File: config.mk
export PLATFORM = sky130hd
export DESIGN_NAME = tlot_rsp_q
export DESIGN_NICKNAME = d
export VERILOG_FILES = /design/src/rtl/two_level_offset_table_unit_defines.svh /design/src/rtl/tlot_pkg.sv /design/src/rtl/tlot_rsp_q.sv
export SDC_FILE = /design/constraint.sdc
export NUM_CORES = 1
export LEC_CHECK = 0
export BUFFER_PORTS_ARGS = -buffer_cell sky130_fd_sc_hd__buf_2
export CORE_MARGIN = 2
export CORE_UTILIZATION = 47
export DETAILED_ROUTE_END_ITERATION = 8
export PLACE_DENSITY = 0.73
export SLEW_MARGIN = 20
export SYNTH_ARGS = -nofsm -noshare
export SYNTH_HDL_FRONTEND = slang
export SYNTH_SLANG_ARGS = --single-unit
File: constraint.sdc
create_clock -name clock -period 3.01 [get_ports clock]
set_input_delay 0.7525 -clock clock [delete_from_list [all_inputs] [get_ports clock]]
set_output_delay 0.7525 -clock clock [all_outputs]
set_load 0.01 [all_outputs]
File: src/rtl/two_level_offset_table_unit_defines.svh
// Assertion macros shared by the offset table RTL.
// Used by the top level only; needs nothing else.
`ifndef TWO_LEVEL_OFFSET_TABLE_UNIT_DEFINES_SVH
`define TWO_LEVEL_OFFSET_TABLE_UNIT_DEFINES_SVH

// antecedent implies consequent in the same cycle
`define TLOT_ASSERT_SAME(lbl, clk, rst, ante, cons, msg) \
   lbl: assert property (@(posedge clk) disable iff (rst) (ante) |-> (cons)) else $error(msg);

// antecedent implies consequent in the next cycle
`define TLOT_ASSERT_NEXT(lbl, clk, rst, ante, cons, msg) \
   lbl: assert property (@(posedge clk) disable iff (rst) (ante) |=> (cons)) else $error(msg);

`endif

File: src/rtl/tlot_pkg.sv
// Types and constants of the two-level offset table.
// Used by every module of the block; depends on nothing.
package tlot_pkg;

   localparam int MAX_BUCKETS  = 4096;
   localparam int LOW_WIDTH    = 16;
   localparam int VAL_W        = 32;
   localparam int BKT_W        = $clog2(MAX_BUCKETS);
   localparam int CNT_W        = BKT_W + 1;
   localparam int KPB_W        = 16;
   localparam int DIVIDEND_MSB = LOW_WIDTH - 2;
   localparam int G_W          = DIVIDEND_MSB + 1;
   localparam int DIV_CNT_W    = $clog2(G_W);
   localparam int CSR_IDX_W    = 2;
   localparam int CSR_DATA_W   = 16;
   localparam int QDEPTH       = 2;
   localparam int QPTR_W       = $clog2(QDEPTH);
   localparam int QCNT_W       = QPTR_W + 1;

   localparam logic [CSR_IDX_W-1:0] CSR_BUCKET_COUNT = CSR_IDX_W'(0);
   localparam logic [CSR_IDX_W-1:0] CSR_BUCKET_KEYS  = CSR_IDX_W'(1);

   localparam logic [CNT_W-1:0] MAX_COUNT = CNT_W'(MAX_BUCKETS);
   localparam logic [KPB_W-1:0] KPB_RESET = KPB_W'(4);
   localparam logic [G_W-1:0]   G_RESET   = G_W'((1 << LOW_WIDTH) / (4 * 4));

   localparam logic KIND_INSERT = 1'b0;

   typedef enum logic {
      OP_INSERT,
      OP_LOOKUP
   } op_type;

   typedef enum logic [1:0] {
      ST_OK,
      ST_FULL,
      ST_OVERFLOW,
      ST_RANGE
   } status_type;

   typedef struct packed {
      logic             kind;
      logic [VAL_W-1:0] index_value;
      logic [VAL_W-1:0] dest_value;
      logic [BKT_W-1:0] bucket_index;
   } req_type;

   typedef struct packed {
      logic [VAL_W-1:0] found_index;
      logic [VAL_W-1:0] found_dest;
      status_type       status;
   } rsp_type;

   typedef struct packed {
      op_type           op;
      logic [VAL_W-1:0] index_value;
      logic [VAL_W-1:0] dest_value;
      logic [BKT_W-1:0] bucket_index;
   } cmd_type;

   typedef struct packed {
      logic             restart;
      logic             busy;
      logic [CNT_W-1:0] eff_count;
      logic [G_W-1:0]   group_size;
   } cfg_type;

   typedef struct packed {
      logic [BKT_W-1:0]     grp;
      logic [LOW_WIDTH-1:0] diff_index;
      logic [LOW_WIDTH-1:0] diff_dest;
   } low_entry_type;

   typedef struct packed {
      logic [VAL_W-1:0] base_index;
      logic [VAL_W-1:0] base_dest;
   } base_entry_type;

endpackage

File: src/rtl/tlot_rsp_q.sv
// Result queue between the engine and the result port.
// Depends on tlot_pkg.
module tlot_rsp_q import tlot_pkg::*; (
   input  logic    clock,
   input  logic    reset,
   input  logic    wr_en,
   input  rsp_type wr_data,
   output logic    q_full,
   output logic    empty,
   input  logic    pop,
   output rsp_type rsp_data
);

   rsp_type           q_ff [QDEPTH];
   logic [QPTR_W-1:0] wr_ptr_ff, wr_ptr_in;
   logic [QPTR_W-1:0] rd_ptr_ff, rd_ptr_in;
   logic [QCNT_W-1:0] cnt_ff, cnt_in;
   logic              do_push;
   logic              do_pop;

   assign q_full   = (cnt_ff == QCNT_W'(QDEPTH));
   assign empty    = (cnt_ff == '0);
   assign rsp_data = q_ff[rd_ptr_ff];
   assign do_push  = wr_en && !q_full;
   assign do_pop   = pop && !empty;

   always_comb begin
      wr_ptr_in = do_push ? wr_ptr_ff + QPTR_W'(1) : wr_ptr_ff;
      rd_ptr_in = do_pop ? rd_ptr_ff + QPTR_W'(1) : rd_ptr_ff;
      cnt_in    = cnt_ff + QCNT_W'(do_push) - QCNT_W'(do_pop);
   end

   always_ff @(posedge clock) begin
      if (reset) begin
         wr_ptr_ff <= '0;
         rd_ptr_ff <= '0;
         cnt_ff    <= '0;
      end else begin
         wr_ptr_ff <= wr_ptr_in;
         rd_ptr_ff <= rd_ptr_in;
         cnt_ff    <= cnt_in;
      end
   end

   always_ff @(posedge clock) begin
      if (do_push) begin
         q_ff[wr_ptr_ff] <= wr_data;
      end
   end

endmodule

Yosys cells after proc, flatten, opt, wreduce, memory -nomap -nowiden. Memory sizes are Yosys's and may differ from the RTL's. A register that Yosys moved wholly into a read port is not among the register bits. Cells that the tools add are included.

Equal/unequal tests: 1. Reduce and logical (&&, ||, !) cells: 5. Add/sub/neg operators: 4. Mux-type cells: 4.

Operator list (count): $mux 1 (4); $add 1x1->1 const B (2); $add 2x1->2 (1); $eq 2x2->1 const B (1); $logic_and 1x1->1 (2); $logic_not 1->1 (2); $logic_not 2->1 (1); $sub 2x1->2 (1).

Output and inout port bits: 68. Bits of input ports: 70. RAM bits: 132. Memories: 1. Register bits after elaboration: 4.

Memories: q_ff (words 2, bits a word 66, rd ports 1, clocked after Yosys merged registers in 1, wr ports 1, line tlot_rsp_q.sv:14) `rsp_type q_ff [QDEPTH];`.

Logic depth before layout (Yosys ltp).
Word-level depth: 5. Gate-level depth with buffers: 8. Gate-level depth less buffers: 8.

Worst setup path after synthesis. No wires, ideal clock.

Kind: input -> register. Start: in wr_en. End: mem q_ff[0][0] (netlist bit), enable pin. Data arrival time: 2.436 ns. Stages: 3. Slack: 0.154 ns. Buffers on the path: 0. Setup time: 0.420 ns. Path through: inv_1 -> or3_1 -> inv_1.

Cells in the longest elaborated chain, start to end: 3.

RTL lines: start, declared (line tlot_rsp_q.sv:6) `input logic wr_en,`; $logic_and 1x1->1 (line tlot_rsp_q.sv:24) `assign do_push = wr_en && !q_full;`; $mux 1 (line tlot_rsp_q.sv:46) `if (do_push) begin`; $mux 1 (not written as such) (line tlot_rsp_q.sv:47) `q_ff[wr_ptr_ff] <= wr_data;`; end, declared (line tlot_rsp_q.sv:14).

No other way between the ends.

==> key figures <==
STA
  • Unrepaired setup endpoints after global routing: no
  • Period utilization: 91.1%
  • Total negative slack: 0 ns
  • Measured slew at the worst slew-check pin: 0.585 ns
  • Max Fclk: 365 MHz
  • Setup violators final: 0
  • Slew margin rel.: 61.0%
  • Hold Fails Final Rpt: 0
  • Hold_ws: 0.429 ns
  • Min cycle time layout: 2.74 ns
  • Fin. max-slew vios: 0
  • Skew final: 0.00904 ns

Synth
  • YS warnings: 0
  • Synth Net Count: 304
  • Netlist cell types: 22
  • Post-synthesis cell count: 232
  • Sequential-to-total area share from yosys stat: 81.2%
  • Mean Syn Cell Area: 21.6 um^2
  • Seq cells post-synth: 137
  • Cell area after synthesis: 5000 um^2

Run status
  • Status: finished, final reports clean

Critical path
  • Largest stage delay on the critical path: 0.63 ns
  • Crit-path cells: buf_12 -> mux2_1 -> buf_2
  • Crit path launch type: flop
  • Kind of critical path: reg2out
  • R2R setup slack: 1.29 ns
  • CP arrival: 1.99 ns
  • Crit path required time: 2.26 ns
  • Reg-to-reg startpoint: cnt_ff[0]
  • R2R cell count: 3
  • Slowest-stage cell, CP: dfxtp_4
  • R2R Path End: q_ff[1][49]
  • Crit path capture type: output pin
  • Worst Path Max Fanout: 36

Drt
  • Vias: 2581
  • Pre-Repair DR Iteration Count: 5
  • Antenna viol nets, final: 0
  • Met3 wire length: 597 um
  • Via density: 4.83
  • Metal2 WL: 4.50 mm
  • Top Layer Used: met4
  • M1 WL: 3.55 mm
  • Drt drc: 0
  • WL/cell: 16.3 um
  • Detailed Route Iter0 Violations: 111
  • Final WL: 8.71 mm

Run
  • Max-cap viol count: 0

Placement
  • Placer Congestion: 0.753
  • Number of buffers added on ports: 137
  • Detailed placement HPWL: 5.63 mm

Global routing
  • Initial antenna violation count: 0
  • Number of global-route vias before repair: 2624
  • Global-route usage over all layers: 15.5%
  • Largest net degree at the start of global routing: 46
  • Global-route wire length before repair: 12.9 mm
  • Overflow after GRT: 0

Power and ir drop
  • Switch share: 26.1%
  • Sequential share of power: 43.6%
  • Clock share of power: 35.4%
  • Switching pwr: 1530 uW
  • Peak supply drop: 0.416 mV
  • LEAKAGE: 0.00248 uW
  • Combinational group share of total power: 21.0%
  • Int Power: 4350 uW
  • Power Density: 907 nW/um^2

Finish
  • Commonest non-fill, non-tap cells in the layout: 137 x buf_2, 132 x edfxtp_1, 66 x mux2_1, 16 x clkbuf_16, 5 x clkbuf_8
  • Commonest non-fill, non-tap cell in the layout: buf_2
  • Final net count: 457
  • Area Overhead vs Synth: 29.6%
  • Diode count: 0
  • Share of cells above drive strength 1: 44.7%

Worst hold path
  • Worst hold start: wr_data[7]
  • Worst hold stages: 1
  • Sink of the worst hold path: q_ff[0][7]
  • Hold Path Class: in2reg

Die
  • Die ar.: 11500 um^2
  • Starting Density: 48.5%
  • Die width: 107 um
  • Die height: 107 um
  • Std-Cell Rows: 37
  • IO Count: 138
  • Core area: 10300 um^2

Clock network
  • CTS max path bufs: 2
  • CTS Sinks: 137
  • CTS tree: done
  • Clock root buffer: clkbuf_8
  • CTS Buf Count: 17
  • CTS resizes: 0
  • Hold Buf Count CTS: 0
  • Post-CTS Setup Inserts: 0
  • Clk Latency, worst-skew pair: 0.51 ns
  • Clock transition at path regs: 0.06 ns
  • H-tree level count: 4
cells in the mapped netlist (all sizes together):
cell	n	area, um^2
edfxtp	132	3960
mux2	66	743
buf	7	62.6
dfxtp	5	100
inv	4	15.0
nor2	4	15.0
ha	2	25.0
a21oi	1	5.00
and2	1	6.26
and3	1	7.51
nand2	1	3.75
nand2b	1	8.76
nor2b	1	6.26
nor3	1	5.00
o21a	1	8.76
o21ai	1	5.00
or3	1	6.26
xnor2	1	8.76
xor2	1	8.76
sequential cells by signal (all words and copies together) (netlist names), named ones only:
signal     cells
cnt_ff         2
wr_ptr_ff      1
rd_ptr_ff      1
q_ff         132
worst max-delay path: cells and delay by family, from the launching register on:
family | cells | cell delay, ns
mux | 1 | 0.38
buf+inv | 2 | 0.44
flops | 1 | 0.63
power by group through the flow:
stage / Combinational, uW / Sequential [uW] / Clock [uW]
floorplan: 815 / 2530 / 0
global placement: 1230 / 2590 / 0
detailed placement: 1250 / 2610 / 0
CTS: 1260 / 2570 / 2130
global route: 1350 / 2590 / 2200
finish: 1240 / 2560 / 2080
metal layers:
metal | vias to the layer above | global-route usage [%]
li1 | 1224 | -
met4 | 0 | 7.24
met1 | 1255 | 17.7
met3 | 6 | 5.11
met2 | 96 | 26.5
met5 | - | 0
cells by family (layout without fill, tap and decap cells):
| logic type | after synthesis | in the layout | share of synthesized area, % |
|---|---|---|---|
| AND/OR/NAND/NOR | 11 | 11 | 1.18 |
| XOR/XNOR | 2 | 2 | 0.350 |
| multiplexers | 66 | 66 | 14.8 |
| AO/OA/AOI/OAI | 3 | 3 | 0.375 |
| buffers and inverters | 11 | 177 | 1.55 |
| adder cells (fa/ha/maj) | 2 | 2 | 0.500 |
| flip-flops | 137 | 137 | 81.2 |
final cells by class:
| cell class | instances | area [um^2] |
|---|---|---|
| Timing Repair Buffer | 141 | 753 |
| Clock buffer | 22 | 473 |
| Sequential cell | 137 | 4070 |
| Tap cell | 136 | 170 |
| Fill cell | 738 | 3840 |
| Clock inverter | 10 | 140 |
| Multi-Input combinational cell | 84 | 867 |
| Inverter | 4 | 15.0 |
how the worst max path moves through the flow:
stage | to | slack [ns] | cells after the start
after floorplan | q_ff[0][0] | 0.15 | 3
after global placement | rsp_data[24] | 0.79 | 3
after detailed placement | rsp_data[24] | 0.79 | 3
after CTS | rsp_data[24] | 0.22 | 3
after global routing | rsp_data[14] | 0.17 | 3
final | rsp_data[24] | 0.27 | 3
stage by stage:
stage,power [uW],instances,utilization [%],area (um^2),setup slack [ns]
floorplan,3340,232,-,5000,0.154
CTS,5960,534,62.8,6490,0.223
global placement,3820,502,56.9,5870,0.793
global route,6140,534,62.8,6490,0.172
detailed placement,3860,502,56.9,5870,0.789
finish,5880,534,62.8,6490,0.269
(Power assumes the default switching activity.)
