--- config.mk ---
export PLATFORM = sky130hd
export DESIGN_NAME = tlot_front
export DESIGN_NICKNAME = d
export VERILOG_FILES = /design/src/rtl/two_level_offset_table_unit_defines.svh /design/src/rtl/tlot_pkg.sv /design/src/rtl/tlot_front.sv
export SDC_FILE = /design/constraint.sdc
export NUM_CORES = 1
export LEC_CHECK = 0
export ABC_CLOCK_PERIOD_IN_PS = 7000
export BUFFER_PORTS_ARGS = -buffer_cell sky130_fd_sc_hd__buf_2
export CAP_MARGIN = 20
export CORE_UTILIZATION = 52
export CTS_CLUSTER_DIAMETER = 50
export DETAILED_ROUTE_END_ITERATION = 8
export GPL_TIMING_DRIVEN = 0
export PLACE_DENSITY = 0.79
export SETUP_SLACK_MARGIN = 0.02
export SLEW_MARGIN = 0
export SYNTH_ARGS = -nofsm -noshare
export SYNTH_HDL_FRONTEND = slang
export SYNTH_SLANG_ARGS = --single-unit
--- constraint.sdc ---
create_clock -name clock -period 7 [get_ports clock]
set_input_delay 1.4 -clock clock [delete_from_list [all_inputs] [get_ports clock]]
set_output_delay 1.4 -clock clock [all_outputs]
set_load 0.02 [all_outputs]
--- src/rtl/two_level_offset_table_unit_defines.svh ---
// Assertion macros shared by the offset table RTL.
// Used by the top level only; needs nothing else.
`ifndef TWO_LEVEL_OFFSET_TABLE_UNIT_DEFINES_SVH
`define TWO_LEVEL_OFFSET_TABLE_UNIT_DEFINES_SVH

// antecedent implies consequent in the same cycle
`define TLOT_ASSERT_SAME(lbl, clk, rst, ante, cons, msg) \
   lbl: assert property (@(posedge clk) disable iff (rst) (ante) |-> (cons)) else $error(msg);

// antecedent implies consequent in the next cycle
`define TLOT_ASSERT_NEXT(lbl, clk, rst, ante, cons, msg) \
   lbl: assert property (@(posedge clk) disable iff (rst) (ante) |=> (cons)) else $error(msg);

`endif

--- src/rtl/tlot_pkg.sv ---
// Types and constants of the two-level offset table.
// Used by every module of the block; depends on nothing.
package tlot_pkg;

   localparam int MAX_BUCKETS  = 4096;
   localparam int LOW_WIDTH    = 16;
   localparam int VAL_W        = 32;
   localparam int BKT_W        = $clog2(MAX_BUCKETS);
   localparam int CNT_W        = BKT_W + 1;
   localparam int KPB_W        = 16;
   localparam int DIVIDEND_MSB = LOW_WIDTH - 2;
   localparam int G_W          = DIVIDEND_MSB + 1;
   localparam int DIV_CNT_W    = $clog2(G_W);
   localparam int CSR_IDX_W    = 2;
   localparam int CSR_DATA_W   = 16;
   localparam int QDEPTH       = 2;
   localparam int QPTR_W       = $clog2(QDEPTH);
   localparam int QCNT_W       = QPTR_W + 1;

   localparam logic [CSR_IDX_W-1:0] CSR_BUCKET_COUNT = CSR_IDX_W'(0);
   localparam logic [CSR_IDX_W-1:0] CSR_BUCKET_KEYS  = CSR_IDX_W'(1);

   localparam logic [CNT_W-1:0] MAX_COUNT = CNT_W'(MAX_BUCKETS);
   localparam logic [KPB_W-1:0] KPB_RESET = KPB_W'(4);
   localparam logic [G_W-1:0]   G_RESET   = G_W'((1 << LOW_WIDTH) / (4 * 4));

   localparam logic KIND_INSERT = 1'b0;

   typedef enum logic {
      OP_INSERT,
      OP_LOOKUP
   } op_type;

   typedef enum logic [1:0] {
      ST_OK,
      ST_FULL,
      ST_OVERFLOW,
      ST_RANGE
   } status_type;

   typedef struct packed {
      logic             kind;
      logic [VAL_W-1:0] index_value;
      logic [VAL_W-1:0] dest_value;
      logic [BKT_W-1:0] bucket_index;
   } req_type;

   typedef struct packed {
      logic [VAL_W-1:0] found_index;
      logic [VAL_W-1:0] found_dest;
      status_type       status;
   } rsp_type;

   typedef struct packed {
      op_type           op;
      logic [VAL_W-1:0] index_value;
      logic [VAL_W-1:0] dest_value;
      logic [BKT_W-1:0] bucket_index;
   } cmd_type;

   typedef struct packed {
      logic             restart;
      logic             busy;
      logic [CNT_W-1:0] eff_count;
      logic [G_W-1:0]   group_size;
   } cfg_type;

   typedef struct packed {
      logic [BKT_W-1:0]     grp;
      logic [LOW_WIDTH-1:0] diff_index;
      logic [LOW_WIDTH-1:0] diff_dest;
   } low_entry_type;

   typedef struct packed {
      logic [VAL_W-1:0] base_index;
      logic [VAL_W-1:0] base_dest;
   } base_entry_type;

endpackage

--- src/rtl/tlot_front.sv ---
// Front end: accept requests, classify them and queue them for the engine.
// Depends on tlot_pkg.
module tlot_front import tlot_pkg::*; (
   input  logic    clock,
   input  logic    reset,
   input  logic    push,
   output logic    full,
   input  req_type req_data,
   input  logic    busy,
   output logic    cmd_valid,
   output cmd_type cmd,
   input  logic    cmd_pop
);

   cmd_type             q_ff [QDEPTH];
   logic [QPTR_W-1:0]   wr_ptr_ff, wr_ptr_in;
   logic [QPTR_W-1:0]   rd_ptr_ff, rd_ptr_in;
   logic [QCNT_W-1:0]   cnt_ff, cnt_in;
   cmd_type             entry;
   logic                do_push;
   logic                do_pop;

   always_comb begin
      entry.op           = (req_data.kind == KIND_INSERT) ? OP_INSERT : OP_LOOKUP;
      entry.index_value  = req_data.index_value;
      entry.dest_value   = req_data.dest_value;
      entry.bucket_index = req_data.bucket_index;
   end

   assign full      = (cnt_ff == QCNT_W'(QDEPTH)) || busy;
   assign cmd_valid = (cnt_ff != '0);
   assign cmd       = q_ff[rd_ptr_ff];
   assign do_push   = push && !full;
   assign do_pop    = cmd_pop && cmd_valid;

   always_comb begin
      wr_ptr_in = do_push ? wr_ptr_ff + QPTR_W'(1) : wr_ptr_ff;
      rd_ptr_in = do_pop ? rd_ptr_ff + QPTR_W'(1) : rd_ptr_ff;
      cnt_in    = cnt_ff + QCNT_W'(do_push) - QCNT_W'(do_pop);
   end

   always_ff @(posedge clock) begin
      if (reset) begin
         wr_ptr_ff <= '0;
         rd_ptr_ff <= '0;
         cnt_ff    <= '0;
      end else begin
         wr_ptr_ff <= wr_ptr_in;
         rd_ptr_ff <= rd_ptr_in;
         cnt_ff    <= cnt_in;
      end
   end

   always_ff @(posedge clock) begin
      if (do_push) begin
         q_ff[wr_ptr_ff] <= entry;
      end
   end

endmodule

Word level (Yosys, flattened, before mapping)
Memories as Yosys holds them, arrays and structs flattened. A register that Yosys moved wholly into a read port is not among the register bits.
Cells that the tools add are included.
{"block": "word_totals", "out_inout_bits": 79, "n_memories": 1, "regBits": 4, "input_bits": 82, "word_cells": 19, "ram_bits": 154}
{"block": "op_classes", "add_sub_neg": 4, "mux": 5, "n_eq_ne": 1, "n_reduce_logical": 5}
{"name": "q_ff", "depth": 2, "width": 77, "read_ports": 1, "rd_clocked_by_memory_dff": 1, "write_ports": 1, "line": "tlot_front.sv:15", "rtl": "cmd_type q_ff [QDEPTH];"}
{"op": "1-bit 2-to-1 mux", "n": 5}
{"op": "1-bit adder, second input constant", "n": 2}
{"op": "2-bit by 1-bit adder with 2-bit output", "n": 1}
{"op": "2-bit equality test, second input constant", "n": 1}
{"op": "1-bit logical AND", "n": 2}
{"op": "2-bit nonzero test", "n": 1}
{"op": "2-bit by 1-bit subtractor with 2-bit output", "n": 1}
{"op": "1-bit zero test", "n": 1}
{"op": "1-bit logical OR", "n": 1}

Longest topological paths before layout
{"block": "depth", "depth_word": 6, "depth_mapped": 8, "mapped_depth_nobuf": 8}

Worst setup path before layout
OpenSTA, ideal clock, no wires.
{"block": "synth_path", "path_kind": "input-to-reg", "from": "in busy", "to": "mem q_ff[0][0] (netlist name), enable pin", "path_buffers": 0, "path_slack_ns": 1.641, "stages": 2, "setup_time_ns": 0.513, "required_time_ns": 6.487, "t_arrival_ns": 4.846, "path_cell_list": "nand3b_1 > nor2_1"}
{"block": "synth_via", "elab_chain_len": 5}
{"element": "start, declared", "line": "tlot_front.sv:9", "rtl": "input logic busy,"}
{"element": "1-bit logical OR", "line": "tlot_front.sv:30", "rtl": "assign full = (cnt_ff == QCNT_W'(QDEPTH)) || busy;"}
{"element": "1-bit zero test", "line": "tlot_front.sv:33", "rtl": "assign do_push = push && !full;"}
{"element": "1-bit logical AND", "line": "tlot_front.sv:33"}
{"element": "1-bit 2-to-1 mux", "line": "tlot_front.sv:55", "rtl": "if (do_push) begin"}
{"element": "1-bit 2-to-1 mux (not written as such)", "line": "tlot_front.sv:56", "rtl": "q_ff[wr_ptr_ff] <= entry;"}
{"element": "end, declared", "line": "tlot_front.sv:15"}
No other way between the ends.

Worst setup path after layout
{"block": "layout_path", "from": "in busy", "to": "out full"}
{"block": "layout_via", "elab_chain_len": 1}
{"element": "1-bit logical OR", "line": "tlot_front.sv:30"}
{"element": "end, declared", "line": "tlot_front.sv:7", "rtl": "output logic full,"}
No other way between the ends.

==> results.yml <==
grt:
  grt_pass1_vias: 3123
  grt_pass1_wl_um: 15120
  globalRouteOverflowTotal: 0
  use_met2: 0.3056
  grt_antenna_before_repair: 0
  use_met1: 0.2011
  grt_max_degree: 31
  gr-max-usage-layer: "met2"
  grt_use_total: 0.1779
  grtUsageMet3: 0.06754
cells_and_area:
  n_antenna_cell: 0
  final_cell_mix: "buf_2, edfxtp_1, mux2_2"
  fin_area_um2: 7572
  layout-drive-gt1-share: 0.6069
  areaGrowthSynthToFinish_pct: 27.68
  fin_nets: 534
  layout_commonest_cell: "buf_2"
clock_tree:
  post_cts_resized: 0
  cts_htree_levels: 4
  holdBufCountCts: 0
  cts_buffer_depth: 2
  cts_num_sinks: 159
  path_clk_slew_ps: 60
  clk_latency_ps: 410
  cts_root_buffer: "clkbuf_16"
  cts_tree: "yes"
  numCtsBuffers: 17
  postCtsSetupBuffers: 0
timing:
  setup_viol: 0
  fin_crit_sh: 0.4540
  setup_ws_ps: 3822
  fin_tns_setup_ps: 0
  relSlewSlack: 0.5612
  report.final.slew_viol_count: 0
  post-route-min-period_ps: 3178
  worstMarginPinSlew_ps: 656.6
  hold_ws_ps: 531.9
  finalHoldViolCount: 0
  grt_setup_unrepaired: "no"
  fin_worst_skew_ps: 9.632
  fmax_ghz: 0.3147
synthesis:
  yosysWarnings: 0
  yosysSeqAreaShare: 0.7966
  synth.cell_area_um2: 5931
  syn_area_per_cell_um2: 22.21
  ys_types: 19
  synth.ff_latch_count: 159
  syn_inst: 267
  syn_nets: 351
worst_setup_path:
  crit_top_cell: "buf_2"
  worst-path-stages: 3
  cp-end-kind: "output pin"
  cp_max_fo: 2
  cp.required_ps: 5600
  path_delay_family: "buffers and inverters"
  cp-start-kind: "primary input"
  r2r_slack_ps: 4740
  timing.rr.start: "cnt_ff[0]"
  critPathBufInv: 2
  crit_path_start: "busy"
  worstSetupEndpoint: "full"
  path_cells: "buf_2 -> nand2b_1 -> buf_2"
  cp_slowest_cell: "buf_2"
  crit_type: "in2out"
  reg2reg_to: "q_ff[0][68]"
  r2r_cells: 5
  cpPeakStageDelay_ps: 150
  worstPathArrival_ps: 1780
power:
  ir_drop_v: 0.0001819
  power.internal_uw: 2014
  clockPowerShare: 0.313
  p_seq_frac: 0.414
  p_total_uw: 2796
  power_switching_uw: 782.1
  p_comb_frac: 0.274
  power_density_nw_per_um2: 369.3
  switching_share: 0.2797
  p_leak_uw: 0.002892
place:
  finalWeightedCongestion: 0.7036
  dpl_cell_area_um2: 7002
  port_buffers: 160
  place_hpwl_um: 6876
  place_worst_setup_slack_ps: 3649
status:
  outcome: "completed"
detailed_routing:
  wl_per_cell_um: 16.68
  drc: 0
  first_pass_iters: 4
  via_per_inst: 5.013
  wirelength_um: 10060
  vias: 3023
  drtIter0Drc: 102
  route.antenna.remaining_nets: 0
floorplanning:
  die_h_um: 108.8
  num_rows: 38
  ioPinCount: 161
  fp.dieW_um: 108.8
  core_um2: 10980
  start_util: 0.5400
  dieArea_um2: 11840
run:
  cap_violations: 0
min_path:
  hold_path_class: "reg2reg"
## Yosys cell counts
| master | n | area share |
|---|---|---|
| nor2_1 | 7 | 0.0044 |
| dfxtp_1 | 5 | 0.017 |
| edfxtp_1 | 154 | 0.78 |
| mux2_4 | 30 | 0.076 |
| o21a_1 | 1 | 0.0013 |
| ha_1 | 2 | 0.0042 |
| nor3_1 | 1 | 0.00084 |
| mux2_2 | 48 | 0.091 |
| buf_6 | 2 | 0.0038 |
| or2_2 | 1 | 0.0011 |
| and2_1 | 1 | 0.0011 |
| nand3b_1 | 1 | 0.0013 |
| nand2b_1 | 2 | 0.0021 |
| buf_2 | 4 | 0.0034 |
| xnor2_1 | 1 | 0.0015 |
| nor2b_1 | 1 | 0.0011 |
| buf_8 | 3 | 0.0076 |
| inv_1 | 2 | 0.0013 |
| xor2_1 | 1 | 0.0015 |
## tightest hold or removal path, cell delays in order, from the launching register on
cell,delay [ps]
dfxtp_1,330
nor2_1,100
nor3_1,50
## final cells by class
cell class	instances	area, um^2
fillers	746	3411
plain buffers	9	87.58
clock buffers	23	457.9
inverters	2	7.507
multi-input cells	97	1126
clock inverters	9	112.6
well taps	140	175.2
repair buffers	164	880.8
flip-flops and latches	159	4725
## sequential cells by signal (all words and copies together), names as in the netlist, named ones only
signal     count
q_ff         154
wr_ptr_ff      1
cnt_ff         2
rd_ptr_ff      1
## logic make-up (layout without fill, tap and decap cells)
| family | after synthesis | in the layout | share of synthesized area |
|---|---|---|---|
| simple gates | 14 | 14 | 0.01182 |
| buf+inv | 11 | 207 | 0.01603 |
| mux | 78 | 78 | 0.1671 |
| fa+ha+maj | 2 | 2 | 0.004219 |
| flops | 159 | 159 | 0.7966 |
| compound gates | 1 | 1 | 0.001266 |
| xor+xnor | 2 | 2 | 0.002954 |
## per-layer routing
layer	vias up	part of all wire
met3	13	0.068
met2	114	0.51
met5	-	0
met4	0	0.012
met1	1475	0.41
li1	1421	-
## how the worst min path moves through the flow
stage               from         to  slack, ps  cells past startpoint
3_3_place_gp   rd_ptr_ff  rd_ptr_ff        490                      2
2_1_floorplan  rd_ptr_ff   register        480                      2
4_1_cts        cnt_ff[1]  cnt_ff[1]        540                      2
6_report       cnt_ff[1]  cnt_ff[1]        530                      2
3_5_place_dp   cnt_ff[1]  cnt_ff[1]        530                      2
5_1_grt        cnt_ff[1]  cnt_ff[1]        560                      2
## per-stage QoR
stage               instances  utilization
detailed placement        571       0.6375
finish                    603       0.6895
floorplan                 267            -
CTS                       603       0.6895
global placement          567       0.6288
global route              603       0.6895
## power groups by stage
stage	clock network, uW	logic (uW)	registers (uW)
detailed placement	0	774	1180
CTS	891	777	1160
finish	874	765	1160
floorplan	0	548	1180
global route	930	815	1160
global placement	0	749	1190
Power figures use the tool's default switching activity.
