### src/rtl/two_level_offset_table_unit_defines.svh
// Assertion macros shared by the offset table RTL.
// Used by the top level only; needs nothing else.
`ifndef TWO_LEVEL_OFFSET_TABLE_UNIT_DEFINES_SVH
`define TWO_LEVEL_OFFSET_TABLE_UNIT_DEFINES_SVH

// antecedent implies consequent in the same cycle
`define TLOT_ASSERT_SAME(lbl, clk, rst, ante, cons, msg) \
   lbl: assert property (@(posedge clk) disable iff (rst) (ante) |-> (cons)) else $error(msg);

// antecedent implies consequent in the next cycle
`define TLOT_ASSERT_NEXT(lbl, clk, rst, ante, cons, msg) \
   lbl: assert property (@(posedge clk) disable iff (rst) (ante) |=> (cons)) else $error(msg);

`endif

### src/rtl/tlot_pkg.sv
// Types and constants of the two-level offset table.
// Used by every module of the block; depends on nothing.
package tlot_pkg;

   localparam int MAX_BUCKETS  = 4096;
   localparam int LOW_WIDTH    = 16;
   localparam int VAL_W        = 32;
   localparam int BKT_W        = $clog2(MAX_BUCKETS);
   localparam int CNT_W        = BKT_W + 1;
   localparam int KPB_W        = 16;
   localparam int DIVIDEND_MSB = LOW_WIDTH - 2;
   localparam int G_W          = DIVIDEND_MSB + 1;
   localparam int DIV_CNT_W    = $clog2(G_W);
   localparam int CSR_IDX_W    = 2;
   localparam int CSR_DATA_W   = 16;
   localparam int QDEPTH       = 2;
   localparam int QPTR_W       = $clog2(QDEPTH);
   localparam int QCNT_W       = QPTR_W + 1;

   localparam logic [CSR_IDX_W-1:0] CSR_BUCKET_COUNT = CSR_IDX_W'(0);
   localparam logic [CSR_IDX_W-1:0] CSR_BUCKET_KEYS  = CSR_IDX_W'(1);

   localparam logic [CNT_W-1:0] MAX_COUNT = CNT_W'(MAX_BUCKETS);
   localparam logic [KPB_W-1:0] KPB_RESET = KPB_W'(4);
   localparam logic [G_W-1:0]   G_RESET   = G_W'((1 << LOW_WIDTH) / (4 * 4));

   localparam logic KIND_INSERT = 1'b0;

   typedef enum logic {
      OP_INSERT,
      OP_LOOKUP
   } op_type;

   typedef enum logic [1:0] {
      ST_OK,
      ST_FULL,
      ST_OVERFLOW,
      ST_RANGE
   } status_type;

   typedef struct packed {
      logic             kind;
      logic [VAL_W-1:0] index_value;
      logic [VAL_W-1:0] dest_value;
      logic [BKT_W-1:0] bucket_index;
   } req_type;

   typedef struct packed {
      logic [VAL_W-1:0] found_index;
      logic [VAL_W-1:0] found_dest;
      status_type       status;
   } rsp_type;

   typedef struct packed {
      op_type           op;
      logic [VAL_W-1:0] index_value;
      logic [VAL_W-1:0] dest_value;
      logic [BKT_W-1:0] bucket_index;
   } cmd_type;

   typedef struct packed {
      logic             restart;
      logic             busy;
      logic [CNT_W-1:0] eff_count;
      logic [G_W-1:0]   group_size;
   } cfg_type;

   typedef struct packed {
      logic [BKT_W-1:0]     grp;
      logic [LOW_WIDTH-1:0] diff_index;
      logic [LOW_WIDTH-1:0] diff_dest;
   } low_entry_type;

   typedef struct packed {
      logic [VAL_W-1:0] base_index;
      logic [VAL_W-1:0] base_dest;
   } base_entry_type;

endpackage

### src/rtl/tlot_csr.sv
// Configuration registers and the serial group-size divider.
// Depends on tlot_pkg.
module tlot_csr import tlot_pkg::*; (
   input  logic                  clock,
   input  logic                  reset,
   input  logic                  csr_valid,
   output logic                  csr_ready,
   input  logic [CSR_IDX_W-1:0]  csr_index,
   input  logic [CSR_DATA_W-1:0] csr_wdata,
   output cfg_type               cfg
);

   logic [CNT_W-1:0]     bucket_count_ff, bucket_count_in;
   logic [KPB_W-1:0]     kpb_ff, kpb_in;
   logic [G_W-1:0]       g_ff, g_in;
   logic                 busy_ff, busy_in;
   logic [DIV_CNT_W-1:0] div_cnt_ff, div_cnt_in;
   logic [KPB_W-1:0]     rem_ff, rem_in;
   logic [G_W-1:0]       quo_ff, quo_in;
   logic                 wr;
   logic [KPB_W-1:0]     den;
   logic [KPB_W:0]       rem_sh;
   logic [KPB_W:0]       rem_sub;
   logic                 ge;
   logic [G_W-1:0]       quo_next;

   assign csr_ready = !busy_ff;
   assign wr        = csr_valid && csr_ready;

   always_comb begin
      den      = (kpb_ff == '0) ? KPB_W'(1) : kpb_ff;
      rem_sh   = {rem_ff, (div_cnt_ff == DIV_CNT_W'(DIVIDEND_MSB))};
      rem_sub  = rem_sh - {1'b0, den};
      ge       = (rem_sh >= {1'b0, den});
      quo_next = {quo_ff[G_W-2:0], ge};

      bucket_count_in = bucket_count_ff;
      kpb_in          = kpb_ff;
      g_in            = g_ff;
      busy_in         = busy_ff;
      div_cnt_in      = div_cnt_ff;
      rem_in          = rem_ff;
      quo_in          = quo_ff;

      if (busy_ff) begin
         rem_in     = ge ? rem_sub[KPB_W-1:0] : rem_sh[KPB_W-1:0];
         quo_in     = quo_next;
         div_cnt_in = div_cnt_ff - DIV_CNT_W'(1);
         if (div_cnt_ff == '0) begin
            busy_in = 1'b0;
            g_in    = (quo_next == '0) ? G_W'(1) : quo_next;
         end
      end else if (wr) begin
         unique case (csr_index)
            CSR_BUCKET_COUNT: begin
               bucket_count_in = csr_wdata[CNT_W-1:0];
            end
            CSR_BUCKET_KEYS: begin
               kpb_in     = csr_wdata[KPB_W-1:0];
               busy_in    = 1'b1;
               div_cnt_in = DIV_CNT_W'(DIVIDEND_MSB);
               rem_in     = '0;
               quo_in     = '0;
            end
            default: begin
            end
         endcase
      end
   end

   always_ff @(posedge clock) begin
      if (reset) begin
         bucket_count_ff <= '0;
         kpb_ff          <= KPB_RESET;
         g_ff            <= G_RESET;
         busy_ff         <= 1'b0;
         div_cnt_ff      <= '0;
      end else begin
         bucket_count_ff <= bucket_count_in;
         kpb_ff          <= kpb_in;
         g_ff            <= g_in;
         busy_ff         <= busy_in;
         div_cnt_ff      <= div_cnt_in;
      end
      rem_ff <= rem_in;
      quo_ff <= quo_in;
   end

   always_comb begin
      cfg.restart    = wr && ((csr_index == CSR_BUCKET_COUNT) ||
                              (csr_index == CSR_BUCKET_KEYS));
      cfg.busy       = busy_ff;
      cfg.eff_count  = (bucket_count_ff > MAX_COUNT) ? MAX_COUNT : bucket_count_ff;
      cfg.group_size = g_ff;
   end

endmodule

### config.mk
export PLATFORM = sky130hd
export DESIGN_NAME = tlot_csr
export DESIGN_NICKNAME = d
export VERILOG_FILES = /design/src/rtl/two_level_offset_table_unit_defines.svh /design/src/rtl/tlot_pkg.sv /design/src/rtl/tlot_csr.sv
export SDC_FILE = /design/constraint.sdc
export NUM_CORES = 1
export LEC_CHECK = 0
export BUFFER_PORTS_ARGS = -buffer_cell sky130_fd_sc_hd__buf_4
export CAP_MARGIN = 40
export CORE_MARGIN = 5
export CORE_UTILIZATION = 45
export CTS_BUF_LIST = sky130_fd_sc_hd__clkbuf_8
export DETAILED_ROUTE_END_ITERATION = 8
export PLACE_DENSITY = 0.72
export SLEW_MARGIN = 20
export SYNTH_ARGS = -nofsm -noshare
export SYNTH_HDL_FRONTEND = slang
export SYNTH_SLANG_ARGS = --single-unit
export TNS_END_PERCENT = 5
### constraint.sdc
create_clock -name clock -period 2.9 [get_ports clock]
set_input_delay 0.29 -clock clock [delete_from_list [all_inputs] [get_ports clock]]
set_output_delay 0.29 -clock clock [all_outputs]
set_load 0.03 [all_outputs]
Yosys cells after proc, flatten, opt, wreduce, memory -nomap -nowiden
Index checks and enable logic that the tools add are counted.
{ "totals": {"elab_cells": 45, "output_inout_bits": 31, "regBits": 79} }
{ "op_classes": {"mux": 17, "bitwise_logic": 1, "n_reduce_logical": 14, "order_cmp": 2, "n_eq_ne": 2, "add_sub_neg": 2} }
{ "op_table": {"columns": ["op", "count"], "rows": [
  ["16-bit two-way mux", 5],
  ["14-bit two-way mux", 3],
  ["17-bit by 16-bit greater-or-equal comparator with 1-bit output", 1],
  ["16-bit logical NOT", 1],
  ["16-bit subtractor", 1],
  ["15-bit logical NOT", 1],
  ["15-bit two-way mux", 1],
  ["13-bit greater-than comparator (second input constant)", 1],
  ["13-bit two-way mux", 1],
  ["4-bit two-way mux", 3],
  ["3-bit AND reduction", 2],
  ["4-bit equality test (second input constant)", 1],
  ["4-bit logical NOT", 1],
  ["1-bit two-way mux", 4],
  ["2-bit AND reduction", 2],
  ["2-bit nonzero test", 2],
  ["4-bit by 1-bit subtractor with 4-bit output (second input constant)", 1],
  ["2-bit by 1-bit equality test with 1-bit output (second input constant)", 1],
  ["1-bit logical AND", 2],
  ["2-bit logical NOT", 1],
  ["1-bit logical NOT", 1],
  ["1-bit logical OR", 1],
  ["1-bit NOT", 1]
]} }

Depth between registers and ports, before layout
Gate-level depths: netlist of run 1.
{ "depth": {"ltp_word": 5, "ltp_mapped": 11} }

Worst setup path after synthesis of run 1
OpenSTA, ideal clock, no wires.
{ "synth_path": {"path_kind": "reg-to-reg", "start": "reg div_cnt_ff[0]", "end": "reg rem_ff[14] (data pin)", "path_slack_ps": 404, "n_path_buf": 0, "arrival_ps": 2316, "stages_incl_launch_ff": 12, "cell_sequence": "dfxtp_1 > inv_1 > ha_1 > nand3_1 > ha_1 > fa_1 > nor2b_1 > o31ai_1 > a31o_2 > a311oi_1 > nor3_1 > o41ai_2"} }
{ "synth_via": {"elab_chain_cells": 4, "elab_cells_between_ends": 5} }
{ "synth_lines": {"columns": ["item", "line", "text"], "rows": [
  ["from (decl)", "tlot_csr.sv:17", "logic [DIV_CNT_W-1:0] div_cnt_ff, div_cnt_in;"],
  ["from (signal assigned)", "tlot_csr.sv:83", "div_cnt_ff <= div_cnt_in;"],
  ["4-bit equality test *", "tlot_csr.sv:32", "rem_sh = {rem_ff, (div_cnt_ff == DIV_CNT_W'(DIVIDEND_MSB))};"],
  ["16-bit subtractor or 17-bit by 16-bit greater-or-equal comparator with 1-bit output (tied branches)", "tlot_csr.sv:33, tlot_csr.sv:34", null],
  ["16-bit two-way mux *", "tlot_csr.sv:46", "rem_in = ge ? rem_sub[KPB_W-1:0] : rem_sh[KPB_W-1:0];"],
  ["16-bit two-way mux *", "tlot_csr.sv:45", "if (busy_ff) begin"],
  ["to (signal assigned)", "tlot_csr.sv:85", "rem_ff <= rem_in;"],
  ["to (decl)", "tlot_csr.sv:18", "logic [KPB_W-1:0] rem_ff, rem_in;"]
]} }
Mark *: on every way between the ends. The rest lies on a longest branch, timed or not.
A chain may end at the register's enable or synchronous reset.

Final worst setup path of run 1
{ "layout_path": {"start": "reg div_cnt_ff[0]", "end": "reg rem_ff[1] (data pin)"} }
The elaborated chain is that of the path after synthesis.

==> flow_metrics.py, run 1 <==
metrics = {
    "yosys": {
        "synth_top_area_frac": 0.238,
        "ys_ff_latch": 79,
        "synthArstFlopShare": 0,
        "synth_edf_count": 30,
        "syn_nets": 506,
        "synthFlopType": "dfxtp_1",
        "syn_avg_cell_area_um2": 8.87,
        "synthCells": 465,
        "synth_common_cells": "nand2_1, a21oi_1, dfxtp_1, edfxtp_1, inv_1",
        "ys_top_cells_by_area": "dfxtp_1, edfxtp_1, nand2_1, a21oi_1, ha_1",
        "ys_seq_area_frac": 0.456,
        "yosys_warnings": 0,
        "ys_types": 66,
        "synth.most_common_cell": "nand2_1",
        "synth_largest_area_cell": "dfxtp_1",
        "synth_area_mm2": 0.00413,
    },
    "layout": {
        "diodes": 0,
        "fin_nets": 551,
        "drive_above_1_share": 0.188,
        "finalInstanceArea_mm2": 0.00484,
        "fin_util": 0.531,
        "syn_to_final_growth_pct": 17.3,
    },
    "cts": {
        "cts_buffers": 9,
        "cts_setup_buffers": 0,
        "cts-root-buf": "clkbuf_8",
        "tritoncts": "built",
        "cts_sinks": 79,
        "cts_max_path_buffers": 2,
        "insertion_delay_ns": 0.35,
        "clkTransAtPathRegs_ns": 0.08,
        "cts_resized": 0,
        "h-tree-depth": 3,
        "hold_buffers": 0,
    },
    "worst_setup_path": {
        "worstPathRequired_ns": 3.07,
        "arrival_ns": 2.89,
        "cpPeakStageDelay_ns": 0.35,
        "worstSetupStartpoint": "div_cnt_ff[0]$_SDFFE_PP0P_",
        "startpoint_type": "flop",
        "path_delay_family": "compound AO/OA/AOI/OAI gates",
        "critical_path.slowest_cell": "a31oi_4",
        "end_kind": "flop",
        "endpoint": "rem_ff[1]$_SDFFCE_PN0P_",
        "worstPathCellList": "inv_1 > ha_1 > nand3_1 > ha_1 > nand2b_1 > a211oi_4 > o21bai_2 > a31oi_4 > buf_4 > nor3_1 > a211oi_1",
        "cp_max_fo": 10,
        "r2r_end": "rem_ff[1]$_SDFFCE_PN0P_",
        "critPathMostFrequentCell": "ha_1",
        "crit_cells": 11,
        "rrSetupSlack_ns": 0.18,
        "path_class": "reg -> reg",
        "reg2reg_depth": 11,
        "r2r_start": "div_cnt_ff[0]$_SDFFE_PP0P_",
        "cp_num_buf_inv": 2,
    },
    "routing": {
        "drc_errors": 0,
        "wl_per_cell_um": 15.9,
        "firstDrtPassIters": 6,
        "routed_wl_um": 9940,
        "vias_per_cell": 5.50,
        "final_antenna_net_count": 0,
        "drt_iter0_drc": 158,
        "route.vias.total": 3446,
    },
    "sta": {
        "fmax_mhz": 367,
        "finalWorstSetupSlack_ns": 0.177,
        "finalSetupViolations": 0,
        "maxSlewViolCount": 0,
        "tightest_slew_ns": 0.640,
        "timing.final.crit_period_ns": 2.72,
        "worst_hold_slack_ns": 0.170,
        "rsz0062_at_grt": "true",
        "post-route-period-util": 0.939,
        "skew_ns": 0.00986,
        "finalHoldViolCount": 0,
        "relSlewSlack": 0.573,
    },
    "place": {
        "place.gp.congestion": 0.949,
        "port_buffers": 51,
        "dp_hpwl_um": 7250,
        "place_area_mm2": 0.00459,
        "preCtsSetupSlack_ns": 0.0805,
    },
    "floorplanning": {
        "core_mm2": 0.00911,
        "row_count": 35,
        "boundaryPins": 52,
        "dieArea_mm2": 0.0112,
        "initial_core_util": 0.453,
        "die_x_um": 106,
        "dieHeight_um": 106,
    },
    "global_routing": {
        "grt_antenna_before_repair": 0,
        "grt_pass1_wl_um": 16100,
        "grt-ovfl-total": 0,
        "grt_max_degree": 50,
        "grt_pass1_vias": 3334,
        "grt.total_usage": 0.176,
    },
    "power": {
        "leakage_nw": 1.84,
        "ir_drop_uv": 312,
        "power.density_mw_per_mm2": 541,
    },
    "run_status": {
        "outcome": "finished, final reports clean",
    },
    "worst_hold_path": {
        "hold_path_class": "in -> reg",
    },
    "flow_run": {
        "drv_cap": 0,
    },
}
per-layer routing:
metal,vias up,part of all wire,GRT usage
li1,1725,-,-
met1,1631,0.47,0.236
met2,84,0.48,0.290
met3,6,0.038,0.0343
met4,0,0.0080,0.0472
met5,-,0,0
logic make-up after synthesis:
group,Yosys count,share of synthesized area
adder cells (fa/ha/maj),20,0.0625
multiplexers,2,0.00485
XOR/XNOR,7,0.0149
AND/OR/NAND/NOR,185,0.216
AO/OA/AOI/OAI,124,0.197
buffers and inverters,48,0.0488
flip-flops,79,0.456
worst min path at each step:
stage | startpoint | to | slack [ns] | cells after the start
final | csr_wdata[2] | kpb_ff[2]$_SDFFE_PP1P_ | 0.17 | 2
after detailed placement | bucket_count_ff[11]$_SDFFE_PP0P_ | bucket_count_ff[11]$_SDFFE_PP0P_ | 0.44 | 2
after floorplan | csr_wdata[2] | kpb_ff[2]$_SDFFE_PP1P_ | 0.41 | 1
after global placement | bucket_count_ff[8]$_SDFFE_PP0P_ | bucket_count_ff[8]$_SDFFE_PP0P_ | 0.44 | 2
after global routing | csr_wdata[2] | kpb_ff[2]$_SDFFE_PP1P_ | 0.15 | 2
after CTS | csr_wdata[2] | kpb_ff[2]$_SDFFE_PP1P_ | 0.16 | 2
through the flow:
step	power [mW]	TNS, ns	std cells
after global routing	2.74	-0.0117	626
after detailed placement	1.71	0	609
after global placement	1.70	0	609
final	2.62	0	626
after floorplan	1.58	0	465
after CTS	2.62	0	625
worst reg2reg max path, cell delays in order, from the launching register on:
cell	delay, ns
dfxtp_1	0.33
inv_1	0.11
ha_1	0.15
nand3_1	0.11
ha_1	0.25
nand2b_1	0.19
a211oi_4	0.33
o21bai_2	0.20
a31oi_4	0.35
buf_4	0.22
nor3_1	0.05
a211oi_1	0.26
sequential cells by signal, summed over array words and instances, names as in the netlist:
register	cells
busy_ff	1
div_cnt_ff	4
quo_ff	14
kpb_ff	16
rem_ff	16
bucket_count_ff	13
g_ff	15
placed cells by master, fill, tap and decap left out, types with 2 or more instances in the layout:
cell type | synthesis | layout
and3_1 | 3 | 3
o22ai_1 | 2 | 2
clkbuf_8 | 0 | 10
a31oi_1 | 2 | 2
a21oi_1 | 64 | 64
a21oi_2 | 2 | 2
a21o_2 | 2 | 2
nor2_1 | 12 | 12
o32ai_1 | 2 | 2
nand4_1 | 3 | 3
bufinv_16 | 0 | 2
o21ai_0 | 3 | 3
buf_4 | 1 | 60
o21a_1 | 6 | 6
a31o_2 | 2 | 2
and2_1 | 14 | 14
nor2b_1 | 15 | 14
nor3_1 | 7 | 7
nand3_1 | 14 | 14
inv_1 | 21 | 22
dfxtp_1 | 49 | 49
mux2i_1 | 2 | 2
clkinv_2 | 0 | 2
xnor2_1 | 5 | 5
a311oi_1 | 3 | 2
nand2b_1 | 3 | 3
ha_1 | 19 | 19
a221oi_1 | 2 | 2
o211a_1 | 2 | 2
o21ai_1 | 8 | 8
nor4_1 | 7 | 7
a211o_1 | 3 | 3
edfxtp_1 | 30 | 30
a211oi_1 | 5 | 5
xor2_1 | 2 | 2
nand2_1 | 95 | 95
cell type report:
| type | count | area (um2) |
|---|---|---|
| well taps | 111 | 139 |
| clock buffers | 10 | 138 |
| fillers | 861 | 4270 |
| flip-flops and latches | 79 | 1880 |
| multi-input cells | 338 | 2060 |
| clock inverters | 6 | 82.6 |
| repair buffers | 60 | 450 |
| inverters | 22 | 82.6 |
power by group:
part | leakage (nW) | switching (mW) | internal [mW]
combinational | 1.03 | 0.274 | 0.180
sequential | 0.687 | 0.0371 | 1.21
clock | 0.118 | 0.412 | 0.506
total | 1.84 | 0.724 | 1.89
(Power assumes the default switching activity.)
==> run 2, diff against run 1 <==
Settings changed: CORE_UTILIZATION 45 to 35, CTS_BUF_LIST sky130_fd_sc_hd__clkbuf_8 to default, PLACE_DENSITY 0.72 to 0.6.
==> run 2 against run 1 <==
Against the previous run: wire length is 2.4% higher; clock power is 11% higher; sequential share of layout area is 0.72 points lower; critical path depth stayed put; sequential power hardly changed; first-iteration DRC count is 3.2% lower; power is 3.9% higher; register-to-register slack hardly changed; sequential cell count stayed put; core utilization is 10 points lower; final area is 1.9% higher; count of clock-buffer cells in the layout is 1 higher; largest cell class unchanged; largest power group unchanged; highest routed layer unchanged.
==> flow_metrics.py, run 2 (synthesis gave the netlist of run 1 again) <==
metrics = {
    "floorplanning": {
        "dieArea_mm2": 0.0141,
        "boundaryPins": 52,
        "die_x_um": 119,
        "initial_core_util": 0.360,
        "core_mm2": 0.0115,
        "dieHeight_um": 119,
        "row_count": 39,
    },
    "cts": {
        "tritoncts": "built",
        "hold_buffers": 0,
        "cts_setup_buffers": 0,
        "cts_max_path_buffers": 2,
        "h-tree-depth": 3,
        "clkTransAtPathRegs_ns": 0.06,
        "insertion_delay_ns": 0.33,
        "cts_buffers": 9,
        "cts-root-buf": "clkbuf_16",
        "cts_sinks": 79,
        "cts_resized": 0,
    },
    "sta": {
        "relSlewSlack": 0.582,
        "timing.final.crit_period_ns": 2.73,
        "skew_ns": 0.00834,
        "finalSetupViolations": 0,
        "tightest_slew_ns": 0.627,
        "maxSlewViolCount": 0,
        "rsz0062_at_grt": "true",
        "finalHoldViolCount": 0,
        "post-route-period-util": 0.942,
        "finalWorstSetupSlack_ns": 0.169,
        "setup_tns_ns": 0,
        "fmax_mhz": 366,
    },
    "layout": {
        "reg_top3": "kpb_ff: 16 flops, rem_ff: 16 flops, g_ff: 15 flops",
        "multi_input_area_mm2": 0.00206,
        "drive_above_1_share": 0.186,
        "fin_nets": 552,
        "final_cell_mix": "nand2_1, a21oi_1, buf_4, dfxtp_1, edfxtp_1",
        "n_fill_cell": 1123,
        "seq_area_mm2": 0.00188,
        "final_common_cell": "nand2_1",
        "diodes": 0,
        "syn_to_final_growth_pct": 19.5,
        "finalInstanceArea_mm2": 0.00493,
        "final_cells": 659,
    },
    "place": {
        "place_area_mm2": 0.00464,
        "place_inst": 643,
        "preCtsSetupSlack_ns": 0.0826,
        "dp_hpwl_um": 7500,
        "place.gp.congestion": 0.867,
        "port_buffers": 51,
    },
    "routing": {
        "route.vias.total": 3438,
        "drt_iter0_drc": 153,
        "final_antenna_net_count": 0,
        "routed_wl_um": 10200,
        "wl_per_cell_um": 15.4,
        "vias_per_cell": 5.22,
        "drc_errors": 0,
        "firstDrtPassIters": 4,
    },
    "global_routing": {
        "grt_max_degree": 50,
        "grt_antenna_before_repair": 0,
        "grt-ovfl-total": 0,
        "grt_pass1_wl_um": 16700,
        "grt_pass1_vias": 3323,
        "grt.total_usage": 0.143,
    },
    "worst_setup_path": {
        "cpPeakStageDelay_ns": 0.40,
        "cp_max_fo": 4,
        "arrival_ns": 2.87,
        "critPathMostFrequentCell": "ha_1",
        "path_class": "reg -> reg",
        "cp_num_buf_inv": 1,
        "worstPathRequired_ns": 3.04,
        "path_delay_family": "compound AO/OA/AOI/OAI gates",
        "startpoint_type": "flop",
        "worstPathCellList": "inv_1 > ha_1 > nand3_1 > ha_1 > fa_1 > nor2b_1 > o31ai_2 > a31o_2 > a311oi_2 > nor3_1 > o41ai_2",
        "critical_path.slowest_cell": "fa_1",
        "end_kind": "flop",
    },
    "run_status": {
        "outcome": "finished, final reports clean",
    },
    "power": {
        "ir_drop_uv": 298,
        "leakage_nw": 1.85,
        "power.density_mw_per_mm2": 551,
    },
    "worst_hold_path": {
        "hold_path_class": "in -> reg",
    },
    "flow_run": {
        "drv_cap": 0,
    },
}
==> run 2: cell types whose count changed in the layout (fill, tap and decap cells not counted), moves of 2 or more <==
cell	previous run	this run
clkinvlp_4	0	2
clkbuf_8	10	0
clkbuf_16	0	9
clkbuf_1	0	2
bufinv_16	2	0
==> run 2: worst paths after layout <==
check / cells after the start / endpoint / from / slack (ns)
setup / recovery: 11 / rem_ff[14]$_SDFFCE_PN0P_ / div_cnt_ff[0]$_SDFFE_PP0P_ / 0.17
hold / removal: 2 / kpb_ff[2]$_SDFFE_PP1P_ / csr_wdata[2] / 0.19
setup reg to reg: 11 / rem_ff[14]$_SDFFCE_PN0P_ / div_cnt_ff[0]$_SDFFE_PP0P_ / 0.17
hold reg to reg: 2 / bucket_count_ff[11]$_SDFFE_PP0P_ / bucket_count_ff[11]$_SDFFE_PP0P_ / 0.45
==> run 2: worst register-to-register path, stage by stage (launching register included) <==
cell	delay [ns]
dfxtp_1	0.32
inv_1	0.11
ha_1	0.15
nand3_1	0.10
ha_1	0.24
fa_1	0.40
nor2b_1	0.20
o31ai_2	0.10
a31o_2	0.25
a311oi_2	0.30
nor3_1	0.10
o41ai_2	0.28
==> run 2: cell type report <==
type | count | area share
clock buffers | 11 | 0.0472
flip-flops and latches | 79 | 0.382
well taps | 143 | 0.0363
clock inverters | 5 | 0.00685
repair buffers | 61 | 0.0929
multi-input cells | 338 | 0.418
inverters | 22 | 0.0168
==> run 2: power breakdown <==
part           leakage [nW]  internal [mW]  switching (mW)
combinational          1.04          0.180           0.272
sequential            0.687           1.21          0.0380
clock                 0.126          0.580           0.438
total                  1.85           1.97           0.749
==> run 2: stage by stage <==
stage	total power, mW	hold slack (ns)	utilization
after floorplan	1.58	0.408	-
after global placement	1.71	0.440	0.405
after detailed placement	1.71	0.444	0.405
after CTS	2.74	0.180	0.428
after global routing	2.84	0.192	0.430
final	2.72	0.188	0.430
==> run 2: per-layer routing <==
layer | vias to the layer above | GRT usage | wire length [um]
met5 | - | 0 | 0
met4 | 0 | 0.0425 | 104
met3 | 7 | 0.0229 | 284
met2 | 56 | 0.228 | 4910
met1 | 1636 | 0.199 | 4880
li1 | 1739 | - | -
==> run 3, diff against run 2 <==
==> constraint.sdc (replaced) <==
create_clock -name clock -period 2.9 [get_ports clock]
set_input_delay 0.435 -clock clock [delete_from_list [all_inputs] [get_ports clock]]
set_output_delay 0.435 -clock clock [all_outputs]
set_load 0.03 [all_outputs]
==> run 3 against run 2 <==
Against the previous run: global-route usage is essentially flat; sequential share of layout area is 0.32 points lower; via count grew 0.76%; critical path type unchanged; critical endpoint unchanged; largest power group unchanged.
==> flow_metrics.py, run 3 (synthesis gave the netlist of run 1 again) <==
metrics = {
    "layout": {
        "drive_above_1_share": 0.189,
        "diodes": 0,
        "fin_nets": 554,
        "final_cell_mix": "nand2_1, a21oi_1, buf_4, dfxtp_1, edfxtp_1",
        "fin_util": 0.433,
        "finalInstanceArea_mm2": 0.00497,
        "syn_to_final_growth_pct": 20.5,
        "final_common_cell": "nand2_1",
        "reg_top3": "kpb_ff: 16 flops, rem_ff: 16 flops, g_ff: 15 flops",
        "final_cells": 661,
        "n_fill_cell": 1094,
    },
    "routing": {
        "vias_per_cell": 5.24,
        "drc_errors": 0,
        "firstDrtPassIters": 4,
        "drt_iter0_drc": 173,
        "wl_per_cell_um": 15.7,
        "routed_wl_um": 10400,
        "final_antenna_net_count": 0,
        "route.vias.total": 3464,
    },
    "global_routing": {
        "grt_max_degree": 50,
        "grt_antenna_before_repair": 0,
        "grt_pass1_wl_um": 16400,
        "grt.total_usage": 0.142,
        "grt-ovfl-total": 0,
        "grt_pass1_vias": 3440,
    },
    "sta": {
        "timing.final.crit_period_ns": 2.76,
        "skew_ns": 0.00590,
        "finalSetupViolations": 0,
        "relSlewSlack": 0.532,
        "fmax_mhz": 362,
        "setup_tns_ns": 0,
        "finalHoldViolCount": 0,
        "maxSlewViolCount": 0,
        "worst_hold_slack_ns": 0.326,
        "tightest_slew_ns": 0.700,
        "rsz0062_at_grt": "true",
        "post-route-period-util": 0.952,
        "finalWorstSetupSlack_ns": 0.139,
    },
    "power": {
        "leakage_nw": 1.87,
        "power.density_mw_per_mm2": 566,
        "power.total_mw": 2.81,
        "ir_drop_uv": 343,
    },
    "worst_hold_path": {
        "hold_path_class": "in -> reg",
        "worstHoldEndpoint": "kpb_ff[2]$_SDFFE_PP1P_",
        "worstHoldStart": "csr_wdata[2]",
        "whs_path_depth": 2,
    },
    "place": {
        "place.gp.congestion": 0.977,
        "port_buffers": 51,
        "place_inst": 644,
        "preCtsSetupSlack_ns": 0.0273,
        "dp_hpwl_um": 7610,
        "place_area_mm2": 0.00465,
    },
    "floorplanning": {
        "initial_core_util": 0.360,
        "row_count": 39,
        "die_x_um": 119,
        "dieArea_mm2": 0.0141,
        "dieHeight_um": 119,
        "core_mm2": 0.0115,
        "boundaryPins": 52,
    },
    "worst_setup_path": {
        "critPathMostFrequentCell": "ha_1",
        "rrSetupSlack_ns": 0.14,
        "cpPeakStageDelay_ns": 0.40,
        "critical_path.slowest_cell": "fa_1",
        "worstPathRequired_ns": 3.06,
        "cp_max_fo": 4,
        "worstPathCellList": "inv_1 > ha_1 > nand3_1 > ha_1 > fa_1 > nor2b_1 > o31ai_2 > a31o_2 > a311oi_4 > nor3_1 > o41ai_2",
        "reg2reg_depth": 11,
        "end_kind": "flop",
        "path_class": "reg -> reg",
        "startpoint_type": "flop",
        "arrival_ns": 2.92,
        "r2r_start": "div_cnt_ff[0]$_SDFFE_PP0P_",
        "r2r_end": "rem_ff[14]$_SDFFCE_PN0P_",
    },
    "cts": {
        "cts_setup_buffers": 0,
        "cts_sinks": 79,
        "cts-root-buf": "clkbuf_16",
        "cts_resized": 0,
        "h-tree-depth": 3,
        "cts_buffers": 9,
        "hold_buffers": 0,
        "cts_max_path_buffers": 2,
        "clkTransAtPathRegs_ns": 0.06,
        "insertion_delay_ns": 0.34,
        "tritoncts": "built",
    },
    "run_status": {
        "outcome": "finished, final reports clean",
    },
    "flow_run": {
        "drv_cap": 0,
    },
}
==> run 3: report_power, final <==
group / total (mW) / switching, mW / internal [mW]
Combinational: 0.458 / 0.275 / 0.183
Clock: 1.11 / 0.448 / 0.664
Sequential: 1.24 / 0.0372 / 1.21
Total: 2.81 / 0.760 / 2.05
==> run 3: metal layers <==
layer | vias to the layer above | part of all wire | global-route usage
met5 | - | 0 | 0
met4 | 0 | 0.028 | 0.0595
met3 | 19 | 0.038 | 0.0344
met2 | 74 | 0.47 | 0.224
met1 | 1635 | 0.46 | 0.186
li1 | 1736 | - | -
==> run 3: worst max-delay path by stage <==
stage / start / to / slack, ns / cells after the start
finish: div_cnt_ff[0]$_SDFFE_PP0P_ / rem_ff[14]$_SDFFCE_PN0P_ / 0.14 / 11
global route: div_cnt_ff[0]$_SDFFE_PP0P_ / rem_ff[15]$_SDFFCE_PN0P_ / -0.03 / 11
detailed placement: div_cnt_ff[0]$_SDFFE_PP0P_ / rem_ff[14]$_SDFFCE_PN0P_ / 0.03 / 11
CTS: div_cnt_ff[0]$_SDFFE_PP0P_ / rem_ff[14]$_SDFFCE_PN0P_ / 0.008 / 11
global placement: div_cnt_ff[0]$_SDFFE_PP0P_ / rem_ff[14]$_SDFFCE_PN0P_ / 0.11 / 11
floorplan: div_cnt_ff[0]$_SDFFE_PP0P_ / rem_ff[14]$_SDFFCE_PN0P_ / 0.40 / 11
==> run 3: critical path, delay by kind of cell, from the launching register on <==
family,cells,cell delay [ns]
buf+inv,1,0.10
simple gates,3,0.41
compound gates,4,0.92
fa+ha+maj,3,0.82
flops,1,0.33
==> run 3: cell type report <==
| type | instances | area (um2) | share of cell area |
|---|---|---|---|
| tap | 143 | 179 | 0.0360 |
| multi-input combinational | 338 | 2070 | 0.416 |
| inverter | 22 | 82.6 | 0.0166 |
| sequential | 79 | 1880 | 0.379 |
| clock buffer | 10 | 229 | 0.0461 |
| timing repair buffer | 63 | 473 | 0.0951 |
| clock inverter | 6 | 60.1 | 0.0121 |
